File: config.mk
export PLATFORM = sky130hd
export DESIGN_NAME = escape_sequence_key_decoder_top_flat
export DESIGN_NICKNAME = d
export VERILOG_FILES = /design/src/design/esckd_pkg.sv /design/src/design/esckd_byte_if.sv /design/src/design/esckd_key_if.sv /design/src/design/escape_sequence_key_decoder_top.sv /design/src/design/esckd_in_stage.sv /design/src/design/esckd_parser.sv /design/src/design/esckd_out_stage.sv /design/src/flat_wrapper.sv
export SDC_FILE = /design/constraint.sdc
export NUM_CORES = 1
export LEC_CHECK = 0
export BUFFER_PORTS_ARGS = -buffer_cell sky130_fd_sc_hd__buf_2
export CAP_MARGIN = 20
export CORE_MARGIN = 2
export CORE_UTILIZATION = 50
export CTS_CLUSTER_DIAMETER = 200
export DETAILED_ROUTE_END_ITERATION = 6
export PLACE_DENSITY = 0.74
export SLEW_MARGIN = 10
export SYNTH_ARGS = -nofsm -noshare
export SYNTH_HDL_FRONTEND = slang
export SYNTH_SLANG_ARGS = --single-unit
File: constraint.sdc
create_clock -name clk -period 2.4 [get_ports clk]
set_input_delay 0.24 -clock clk [delete_from_list [all_inputs] [get_ports clk]]
set_output_delay 0.24 -clock clk [all_outputs]
set_load 0.02 [all_outputs]
File: src/design/esckd_pkg.sv
// Package: key codes, byte constants, item types and sequence decode functions.
`default_nettype none
package esckd_pkg;

	// Key kinds
	localparam logic [3:0] KIND_PLAIN     = 4'd0;
	localparam logic [3:0] KIND_BACKSPACE = 4'd1;
	localparam logic [3:0] KIND_ESC       = 4'd2;
	localparam logic [3:0] KIND_HOME      = 4'd3;
	localparam logic [3:0] KIND_DELETE    = 4'd4;
	localparam logic [3:0] KIND_END       = 4'd5;
	localparam logic [3:0] KIND_PGUP      = 4'd6;
	localparam logic [3:0] KIND_PGDN      = 4'd7;
	localparam logic [3:0] KIND_UP        = 4'd8;
	localparam logic [3:0] KIND_DOWN      = 4'd9;
	localparam logic [3:0] KIND_RIGHT     = 4'd10;
	localparam logic [3:0] KIND_LEFT      = 4'd11;

	// Byte values
	localparam logic [7:0] BYTE_ESC     = 8'h1B;
	localparam logic [7:0] BYTE_DEL     = 8'h7F;
	localparam logic [7:0] BYTE_BS      = 8'h08;
	localparam logic [7:0] CHAR_LBRACK  = 8'h5B;
	localparam logic [7:0] CHAR_O       = 8'h4F;
	localparam logic [7:0] CHAR_TILDE   = 8'h7E;
	localparam logic [7:0] CHAR_ZERO    = 8'h30;
	localparam logic [7:0] CHAR_ONE     = 8'h31;
	localparam logic [7:0] CHAR_THREE   = 8'h33;
	localparam logic [7:0] CHAR_FOUR    = 8'h34;
	localparam logic [7:0] CHAR_FIVE    = 8'h35;
	localparam logic [7:0] CHAR_SIX     = 8'h36;
	localparam logic [7:0] CHAR_SEVEN   = 8'h37;
	localparam logic [7:0] CHAR_EIGHT   = 8'h38;
	localparam logic [7:0] CHAR_NINE    = 8'h39;
	localparam logic [7:0] CHAR_A       = 8'h41;
	localparam logic [7:0] CHAR_B       = 8'h42;
	localparam logic [7:0] CHAR_C       = 8'h43;
	localparam logic [7:0] CHAR_D       = 8'h44;
	localparam logic [7:0] CHAR_F       = 8'h46;
	localparam logic [7:0] CHAR_H       = 8'h48;

	// One received item
	typedef struct packed {
		logic [7:0] rx_byte;
		logic       timeout;
	} item_t;

	// One decoded key, with a flag that says whether the item yields one
	typedef struct packed {
		logic       hit;
		logic [3:0] key_kind;
		logic [7:0] key_byte;
	} result_t;

	// Key for ESC [ digit ~
	function automatic logic [3:0] tilde_kind(input logic [7:0] digit);
		logic [3:0] kind;
		begin
			unique case (digit)
				CHAR_ONE, CHAR_SEVEN:  kind = KIND_HOME;
				CHAR_THREE:            kind = KIND_DELETE;
				CHAR_FOUR, CHAR_EIGHT: kind = KIND_END;
				CHAR_FIVE:             kind = KIND_PGUP;
				CHAR_SIX:              kind = KIND_PGDN;
				default:               kind = KIND_ESC;
			endcase
			return kind;
		end
	endfunction

	// Key for a two-byte sequence after ESC
	function automatic logic [3:0] pair_kind(input logic [7:0] a, input logic [7:0] b);
		logic [3:0] kind;
		begin
			kind = KIND_ESC;
			if (a == CHAR_LBRACK) begin
				unique case (b)
					CHAR_A:  kind = KIND_UP;
					CHAR_B:  kind = KIND_DOWN;
					CHAR_C:  kind = KIND_RIGHT;
					CHAR_D:  kind = KIND_LEFT;
					CHAR_H:  kind = KIND_HOME;
					CHAR_F:  kind = KIND_END;
					default: kind = KIND_ESC;
				endcase
			end else if (a == CHAR_O) begin
				if (b == CHAR_H) begin
					kind = KIND_HOME;
				end else if (b == CHAR_F) begin
					kind = KIND_END;
				end
			end
			return kind;
		end
	endfunction

endpackage
`default_nettype wire

File: src/design/esckd_byte_if.sv
// Interface: input byte channel (valid/ready with received byte and timeout flag).
`default_nettype none
interface esckd_byte_if;
	logic       valid;
	logic       ready;
	logic [7:0] rx_byte;
	logic       timeout;

	modport source(output valid, output rx_byte, output timeout, input ready);
	modport sink(input valid, input rx_byte, input timeout, output ready);
endinterface
`default_nettype wire

File: src/design/esckd_key_if.sv
// Interface: decoded key channel (valid/ready with key kind and raw byte).
`default_nettype none
interface esckd_key_if;
	logic       valid;
	logic       ready;
	logic [3:0] key_kind;
	logic [7:0] key_byte;

	modport source(output valid, output key_kind, output key_byte, input ready);
	modport sink(input valid, input key_kind, input key_byte, output ready);
endinterface
`default_nettype wire

File: src/design/escape_sequence_key_decoder_top.sv
// Top level: terminal escape sequence key decoder.
//
//   channel | dir | payload                      | handshake
//   rx      | in  | rx_byte[7:0], timeout        | valid/ready
//   key     | out | key_kind[3:0], key_byte[7:0] | valid/ready
//
// One item per cycle while the key output is not stalled; an rx transfer passes through
// the input register, decode and the output register before key valid.
// Reset clears the parse phase and both stage valid flags; sequence bytes are not reset.
// An item that yields no key leaves the input register even while the output is stalled;
// an item that yields a key waits in the input register until the output register frees.
`default_nettype none
module escape_sequence_key_decoder_top (
	input  logic        clk,
	input  logic        arst_n,
	esckd_byte_if.sink  rx,
	esckd_key_if.source key
);
	import esckd_pkg::*;

	logic    valid_s1;
	item_t   item_s1;
	result_t result;
	logic    can_load;
	logic    advance;

	// Move the item on when it needs no output slot or a slot is free
	assign advance = valid_s1 && (!result.hit || can_load);

	esckd_in_stage u_in_stage (
		.clk      (clk),
		.arst_n   (arst_n),
		.rx       (rx),
		.advance  (advance),
		.valid_s1 (valid_s1),
		.item_s1  (item_s1)
	);

	esckd_parser u_parser (
		.clk      (clk),
		.arst_n   (arst_n),
		.valid_s1 (valid_s1),
		.item_s1  (item_s1),
		.advance  (advance),
		.result   (result)
	);

	esckd_out_stage u_out_stage (
		.clk      (clk),
		.arst_n   (arst_n),
		.load     (advance && result.hit),
		.result   (result),
		.can_load (can_load),
		.key      (key)
	);
endmodule
`default_nettype wire

File: src/design/esckd_in_stage.sv
// Input register stage: holds one received item until the parser takes it.
`default_nettype none
module esckd_in_stage (
	input  logic            clk,
	input  logic            arst_n,
	esckd_byte_if.sink      rx,
	input  logic            advance,
	output logic            valid_s1,
	output esckd_pkg::item_t item_s1
);
	import esckd_pkg::*;

	logic  vld_s1;
	item_t itm_s1;

	// Accept a new transfer when the stage is empty or drains this cycle
	assign rx.ready = !vld_s1 || advance;

	// Hold valid flag
	always_ff @(posedge clk or negedge arst_n) begin
		if (!arst_n) begin
			vld_s1 <= 1'b0;
		end else if (rx.ready) begin
			vld_s1 <= rx.valid;
		end
	end

	// Capture payload on transfer
	always_ff @(posedge clk) begin
		if (rx.valid && rx.ready) begin
			itm_s1.rx_byte <= rx.rx_byte;
			itm_s1.timeout <= rx.timeout;
		end
	end

	assign valid_s1 = vld_s1;
	assign item_s1  = itm_s1;
endmodule
`default_nettype wire

File: src/design/esckd_parser.sv
// Sequence parser: phase and sequence byte registers plus per-item decode.
`default_nettype none
module esckd_parser (
	input  logic               clk,
	input  logic               arst_n,
	input  logic               valid_s1,
	input  esckd_pkg::item_t   item_s1,
	input  logic               advance,
	output esckd_pkg::result_t result
);
	import esckd_pkg::*;

	localparam logic [1:0] PH_IDLE      = 2'd0;
	localparam logic [1:0] PH_GOT_ESC   = 2'd1;
	localparam logic [1:0] PH_GOT_FIRST = 2'd2;
	localparam logic [1:0] PH_GOT_DIGIT = 2'd3;

	logic [1:0] phase_q;
	logic [1:0] phase_nxt;
	logic [7:0] first_q;
	logic [7:0] second_q;
	logic       load_first;
	logic       load_second;
	logic       is_digit;
	logic [7:0] b;
	result_t    res;

	assign b        = item_s1.rx_byte;
	assign is_digit = (b >= CHAR_ZERO) && (b <= CHAR_NINE);

	// Decode the item against the current phase
	always_comb begin
		phase_nxt    = phase_q;
		load_first   = 1'b0;
		load_second  = 1'b0;
		res.hit      = 1'b0;
		res.key_kind = KIND_PLAIN;
		res.key_byte = 8'd0;
		unique case (phase_q)
			PH_IDLE: begin
				if (item_s1.timeout) begin
					phase_nxt = PH_IDLE;
				end else if (b == BYTE_DEL || b == BYTE_BS) begin
					res.hit      = 1'b1;
					res.key_kind = KIND_BACKSPACE;
				end else if (b == BYTE_ESC) begin
					phase_nxt = PH_GOT_ESC;
				end else begin
					res.hit      = 1'b1;
					res.key_kind = KIND_PLAIN;
					res.key_byte = b;
				end
			end
			PH_GOT_ESC: begin
				if (item_s1.timeout) begin
					phase_nxt    = PH_IDLE;
					res.hit      = 1'b1;
					res.key_kind = KIND_ESC;
				end else begin
					load_first = 1'b1;
					phase_nxt  = PH_GOT_FIRST;
				end
			end
			PH_GOT_FIRST: begin
				if (item_s1.timeout) begin
					phase_nxt    = PH_IDLE;
					res.hit      = 1'b1;
					res.key_kind = KIND_ESC;
				end else begin
					load_second = 1'b1;
					if (first_q == CHAR_LBRACK && is_digit) begin
						phase_nxt = PH_GOT_DIGIT;
					end else begin
						phase_nxt    = PH_IDLE;
						res.hit      = 1'b1;
						res.key_kind = pair_kind(first_q, b);
					end
				end
			end
			PH_GOT_DIGIT: begin
				phase_nxt    = PH_IDLE;
				res.hit      = 1'b1;
				if (!item_s1.timeout && b == CHAR_TILDE) begin
					res.key_kind = tilde_kind(second_q);
				end else begin
					res.key_kind = KIND_ESC;
				end
			end
			default: begin
				phase_nxt = PH_IDLE;
			end
		endcase
		res.hit = res.hit && valid_s1;
	end

	// Advance phase when the item leaves the input stage
	always_ff @(posedge clk or negedge arst_n) begin
		if (!arst_n) begin
			phase_q <= PH_IDLE;
		end else if (advance) begin
			phase_q <= phase_nxt;
		end
	end

	// Hold the sequence bytes
	always_ff @(posedge clk) begin
		if (advance && load_first) begin
			first_q <= b;
		end
		if (advance && load_second) begin
			second_q <= b;
		end
	end

	assign result = res;
endmodule
`default_nettype wire

File: src/design/esckd_out_stage.sv
// Output register stage: holds one decoded key until the consumer takes it.
`default_nettype none
module esckd_out_stage (
	input  logic               clk,
	input  logic               arst_n,
	input  logic               load,
	input  esckd_pkg::result_t result,
	output logic               can_load,
	esckd_key_if.source        key
);
	import esckd_pkg::*;

	logic       valid_q;
	logic [3:0] kind_q;
	logic [7:0] byte_q;

	// Room when empty or when the held key transfers this cycle
	assign can_load = !valid_q || key.ready;

	// Hold valid until transfer
	always_ff @(posedge clk or negedge arst_n) begin
		if (!arst_n) begin
			valid_q <= 1'b0;
		end else if (can_load) begin
			valid_q <= load;
		end
	end

	// Capture decoded key
	always_ff @(posedge clk) begin
		if (load && can_load) begin
			kind_q <= result.key_kind;
			byte_q <= result.key_byte;
		end
	end

	assign key.valid    = valid_q;
	assign key.key_kind = kind_q;
	assign key.key_byte = byte_q;
endmodule
`default_nettype wire

File: src/flat_wrapper.sv
// flat-port wrapper written by rule: the top's interface ports become plain ports
module escape_sequence_key_decoder_top_flat import esckd_pkg::*;
  (clk, arst_n, rx_valid, rx_rx_byte, rx_timeout, rx_ready, key_valid, key_key_kind, key_key_byte, key_ready);
  esckd_byte_if rx_i ();
  esckd_key_if key_i ();
  input  logic clk;
  input  logic arst_n;
  input wire logic [$bits(rx_i.valid)-1:0] rx_valid;
  input wire logic [$bits(rx_i.rx_byte)-1:0] rx_rx_byte;
  input wire logic [$bits(rx_i.timeout)-1:0] rx_timeout;
  output wire logic [$bits(rx_i.ready)-1:0] rx_ready;
  output wire logic [$bits(key_i.valid)-1:0] key_valid;
  output wire logic [$bits(key_i.key_kind)-1:0] key_key_kind;
  output wire logic [$bits(key_i.key_byte)-1:0] key_key_byte;
  input wire logic [$bits(key_i.ready)-1:0] key_ready;
  assign rx_i.valid = rx_valid;
  assign rx_i.rx_byte = rx_rx_byte;
  assign rx_i.timeout = rx_timeout;
  assign rx_ready = rx_i.ready;
  assign key_valid = key_i.valid;
  assign key_key_kind = key_i.key_kind;
  assign key_key_byte = key_i.key_byte;
  assign key_i.ready = key_ready;
  escape_sequence_key_decoder_top u_core (.clk(clk), .arst_n(arst_n), .rx(rx_i), .key(key_i));
endmodule
# After elaboration in Yosys (flattened, before gate mapping)
# Cells that the tools add are included.
# classes
eq_ne	24
n_reduce_logical	23
mux	25
n_lt_le_gt_ge	2
bitwise	1
# op_table
op	n
$eq A8 B7 Y1 const B	10
$eq A8 B6 Y1 const B	7
$mux W13	2
$pmux W4 S6	1
$mux W5	4
$pmux W5 S4	1
$pmux W3 S5	1
$mux W2	6
$logic_and A1 B1 Y1	10
$mux W3	3
$eq A8 B4 Y1 const B	1
$eq A8 B5 Y1 const B	1
$ge A8 B6 Y1 const B	1
$le A8 B6 Y1 const B	1
$mux W4	2
$mux W8	1
$pmux W2 S4	1
$ne A3 B2 Y1 const B	2
$eq A2 B2 Y1 const B	2
$logic_not A1 Y1	4
$logic_or A1 B1 Y1	4
$reduce_or A2 Y1	2
$reduce_or A4 Y1	1
$mux W1	3
4 further kinds	4
# word_totals
output_inout_bits	14
reg_bits	41

# Depth between registers and ports, before layout
# logic_depth
ltp_word	14
depth_mapped	5

# Hierarchy
# From an unflattened synthesis, not the netlist that was laid out.
# unflattened
cells_unflattened	144
hier_area_um2	1889.3
# by_module_without_submodules
module	seq_area_each_um2	cells_per_inst	area_per_inst_um2	n_inst
esckd_parser	530.5	112	1132.3	1
esckd_out_stage	385.4	16	414.1	1
esckd_in_stage	295.3	13	324.1	1
escape_sequence_key_decoder_top	0.0	3	18.8	1

# Worst setup path after synthesis
# No wires, ideal clock.
# synth_path
path_type	register to register
from	reg u_core.u_in_stage.itm_s1, in the netlist u_core.u_in_stage.item_s1[8]
to	reg u_core.u_parser.second_q[0], enable pin
period_less_slack_ns	2.475
setup_slack_ns	-0.075
arrival_ns	2.081
stages_incl_launch_ff	5
path_cell_list	edfxtp_1 > nand3b_1 > nor4b_2 > a21oi_1 > nor4_1
# synth_via
elab_chain_len	11
# synth_lines
element	line	text
start: declaration	esckd_in_stage.sv:14	item_t itm_s1;
$ge A8 B6 Y1 or $le A8 B6 Y1 (tied branches)	esckd_parser.sv:29	assign is_digit = (b >= CHAR_ZERO) && (b <= CHAR_NINE);
$logic_and A1 B1 Y1	esckd_parser.sv:29	
$logic_and A1 B1 Y1	esckd_parser.sv:71	if (first_q == CHAR_LBRACK && is_digit) begin
$mux W5	esckd_parser.sv:71	
$mux W5	esckd_parser.sv:65	if (item_s1.timeout) begin
$pmux W5 S4 *	esckd_parser.sv:39	unique case (phase_q)
$logic_and A1 B1 Y1 *	esckd_parser.sv:93	res.hit = res.hit && valid_s1;
$logic_not A1 Y1 *	escape_sequence_key_decoder_top.sv:28	assign advance = valid_s1 && (!result.hit || can_load);
$logic_or A1 B1 Y1 *	escape_sequence_key_decoder_top.sv:28	
$logic_and A1 B1 Y1 *	escape_sequence_key_decoder_top.sv:28	
$logic_and A1 B1 Y1 *	esckd_parser.sv:110	if (advance && load_second) begin
end signal: assignment	esckd_parser.sv:111	second_q <= b;
end: declaration	esckd_parser.sv:21	logic [7:0] second_q;
# Every way passes the cells marked *; elsewhere a longest branch is shown, timed or not.
# A chain may end at the register's enable or synchronous reset.

# Worst setup path after layout
# layout_path
from	reg u_core.u_in_stage.itm_s1, in the netlist u_core.u_in_stage.item_s1[8]
to	out rx_ready
# layout_via
elab_chain_len	11
# layout_lines
element	line	text
$ge A8 B6 Y1 or $le A8 B6 Y1 (tied branches)	esckd_parser.sv:29	
$logic_and A1 B1 Y1	esckd_parser.sv:29	
$logic_and A1 B1 Y1	esckd_parser.sv:71	
$mux W5	esckd_parser.sv:71	
$mux W5	esckd_parser.sv:65	
$pmux W5 S4 *	esckd_parser.sv:39	
$logic_and A1 B1 Y1 *	esckd_parser.sv:93	
$logic_not A1 Y1 *	escape_sequence_key_decoder_top.sv:28	
$logic_or A1 B1 Y1 *	escape_sequence_key_decoder_top.sv:28	
$logic_and A1 B1 Y1 *	escape_sequence_key_decoder_top.sv:28	
$logic_or A1 B1 Y1 *	esckd_in_stage.sv:17	assign rx.ready = !vld_s1 || advance;
end: declaration	flat_wrapper.sv:11	output wire logic [$bits(rx_i.ready)-1:0] rx_ready;
# Marked as above.

==> reports/qor.csv <==
metric,value,unit
outcome,finished clean,
synth.area.top_cells,"edfxtp_1, dfrtp_1, and2_1, nand2b_1, nor2_1",
track_usage,19.4,%
r2r_setup_slack,0.15,ns
grt_max_degree,13,
p_int,1.16,mW
grt_pass1_wl,6140,um
post-dp-hpwl,2850,um
setup_viol,0,
use_met1,22.0,%
worstPathMaxFanout,6,
p_switching,0.310,mW
cp.arrival,2.06,ns
grt.overflow.total,0,
fp.dieArea,4340,sq um
crit_type,register to primary output,
seq_area,1210,sq um
swShare,21.1,%
syn_inst,139,
antenna_found_initial,0,
yosysTopAreaCell,edfxtp_1,
multiInputGateArea,667,sq um
grt_pass1_vias,1335,
synthSimpleGateAreaFrac,20.2,%
fin_util,63.2,%
synth_compound_area_share,11.9,%
synth_xor_area_share,1.83,%
async_reset_ff_share,9.76,%
r2r_start,u_core.u_in_stage.item_s1[8],
clk_path_buf_depth,2,
worstSetupEndpoint,rx_ready,
area_delta_synth_final,20.8,%
via_per_inst,5.68,
fillers,287,
ys_ff_latch,41,
synth_edf_count,37,
synth_flop_cell,edfxtp_1,
slew_headroom,33.7,%
r2r_end,u_core.u_out_stage.key.key_byte[4],
numCtsBuffers,5,
irDropWorstVdd,367,uV
start_util,52.3,%
insertion_delay,0.28,ns
hp-class,input port to register,
cts.sinks,41,
crit_required,2.16,ns
gp_congestion,0.892,
endpoint_kind,primary output,
hold_violations,0,
first_pass_iters,4,
yosysMostFrequentCell,edfxtp_1,
worst_slew_pin_slew,0.990,ns
cts_max_level,2,
avgSynthCellArea,13.8,sq um
leakagePower,0.853,nW
n_antenna_cell,0,
drtAntennaViolNets,0,
clock-root-buffer,clkbuf_8,
ys_top_cells_by_count,"edfxtp_1, nor2_1, and2_1",
synthAdderAreaFrac,0,%
synth_top_family_by_area,simple AND/OR/NAND/NOR gates,
maxCapViolCount,0,
syn-num-nets,152,
synth_cell_type_count,45,
grtUsageMet3,3.58,%
die_x,65.9,um
p_seq_share,55.7,%
ys_seq_area_share,63.2,%
muxShareOfSynthArea,0.523,%
fin_nets,197,
rsz0062_at_grt,false,
powerDensity,636,nW/um^2
synthDominantCellAreaShare,58.0,%
cts.clk_slew.worst_paths,0.07,ns
wl_per_cell,16.7,um
r2r_cells,4,
drv_slew,0,
post_cts_resized,0,
fin_crit,2.30,ns
worst_setup_path_start_kind,register,
drt_iter0_markers,52,
grt_busiest_layer,met2,
portBuffers,26,
setup_tns,0,ns
drc,0,
combPwrFrac,9.1,%
critPathLaunch,u_core.u_in_stage.item_s1[8],
period_share,95.6,%
skew,0.00447,ns
ys_warn_count,0,
syn-cell-area,1920,sq um
core,3660,sq um
ios,27,
fmax,436,MHz
routed_wl,3870,um
cts_tree,built,
layout-drive-gt1-share,33.2,%
row_count,22,
power,1.47,mW
die_y,65.9,um
num_vias,1317,
gr-usage-met2,35.1,%
whs_path_depth,1,
p_clk_share,35.2,%
## cell type report
type,instances,area share (%)
Multi-Input combinational cell,89,28.8
Sequential cell,41,52.4
Timing Repair Buffer,42,10.9
Tap cell,48,2.60
Clock inverter,2,1.51
Clock buffer,5,2.97
Inverter,5,0.811
## worst max-delay path, cell delays in order, from the launching register on
cell      delay, ns
edfxtp_1       0.49
or4b_4         0.54
o21ai_0        0.18
a221o_1        0.19
buf_4          0.13
or2_2          0.10
buf_2          0.15
## repair_timing
item	4_1_cts	5_1_grt
hold buffers	1	0
buffers inserted	0	4
endpoints found under the hold margin	4	0
endpoints found under the setup margin	0	1
## per-stage QoR
step	hold WS [ns]	area, sq um	std cells	setup WS (ns)
after CTS	0.120	2280	228	0.0653
after global routing	0.113	2310	232	0.00718
after floorplan	-0.0556	1920	139	0.243
final	0.125	2310	232	0.105
after detailed placement	0.0560	2170	220	0.140
after global placement	0.0476	2170	220	0.247
## kinds of logic after synthesis
kind of cell,after synthesis
multiplexers,1
flip-flops,41
buffers and inverters,9
AND/OR/NAND/NOR,57
AO/OA/AOI/OAI,27
XOR/XNOR,4
## metal layers
metal | vias to the layer above | wire length [um]
met5 | - | 0
met4 | 0 | 94
met3 | 10 | 194
met2 | 45 | 2040
met1 | 635 | 1540
li1 | 627 | -
## power groups by stage
stage / logic, mW / clock network [mW] / registers, mW
global route: 0.145 / 0.554 / 0.823
global placement: 0.123 / 0 / 0.834
CTS: 0.127 / 0.528 / 0.821
detailed placement: 0.125 / 0 / 0.837
finish: 0.134 / 0.518 / 0.821
floorplan: 0.0593 / 0 / 0.852
## cells in the final DEF, fill, tap and decap left out, types with 2 or more instances in the layout
master | synthesis | final
a21oi_1 | 4 | 4
a31oi_1 | 3 | 3
and2_1 | 8 | 8
buf_2 | 2 | 26
buf_4 | 0 | 15
clkbuf_8 | 0 | 5
dfrtp_1 | 4 | 4
edfxtp_1 | 37 | 37
inv_1 | 5 | 5
nand2_1 | 4 | 4
nand2b_1 | 7 | 7
nand3b_1 | 3 | 3
nand4_1 | 2 | 2
nand4b_1 | 2 | 2
nor2_1 | 9 | 9
nor2b_1 | 4 | 4
nor3_1 | 2 | 2
nor4b_2 | 2 | 2
o21ai_0 | 3 | 3
o21bai_1 | 2 | 2
o221ai_1 | 2 | 2
o31ai_1 | 2 | 2
o32a_1 | 2 | 2
or2_2 | 2 | 2
or3b_2 | 2 | 2
or4b_4 | 2 | 2
xnor2_1 | 3 | 3
## registers in the layout (all words and copies together), names as in the netlist
signal,flops
u_core.u_in_stage.item_s1,9
u_core.u_in_stage.valid_s1,1
u_core.u_out_stage.key.key_byte,8
u_core.u_out_stage.key.key_kind,4
u_core.u_out_stage.key.valid,1
u_core.u_parser.first_q,8
u_core.u_parser.phase_q,2
u_core.u_parser.second_q,8
## how the worst min path moves through the flow
stage,start,to,slack (ns)
after floorplan,arst_n,u_core.u_in_stage.valid_s1,-0.06
after global placement,arst_n,u_core.u_parser.phase_q[1],0.05
after detailed placement,arst_n,u_core.u_parser.phase_q[1],0.06
after CTS,rx_rx_byte[2],u_core.u_in_stage.item_s1[3],0.12
after global routing,rx_rx_byte[0],u_core.u_in_stage.item_s1[1],0.11
final,rx_rx_byte[7],u_core.u_in_stage.item_s1[8],0.13
(Power assumes the default switching activity.)
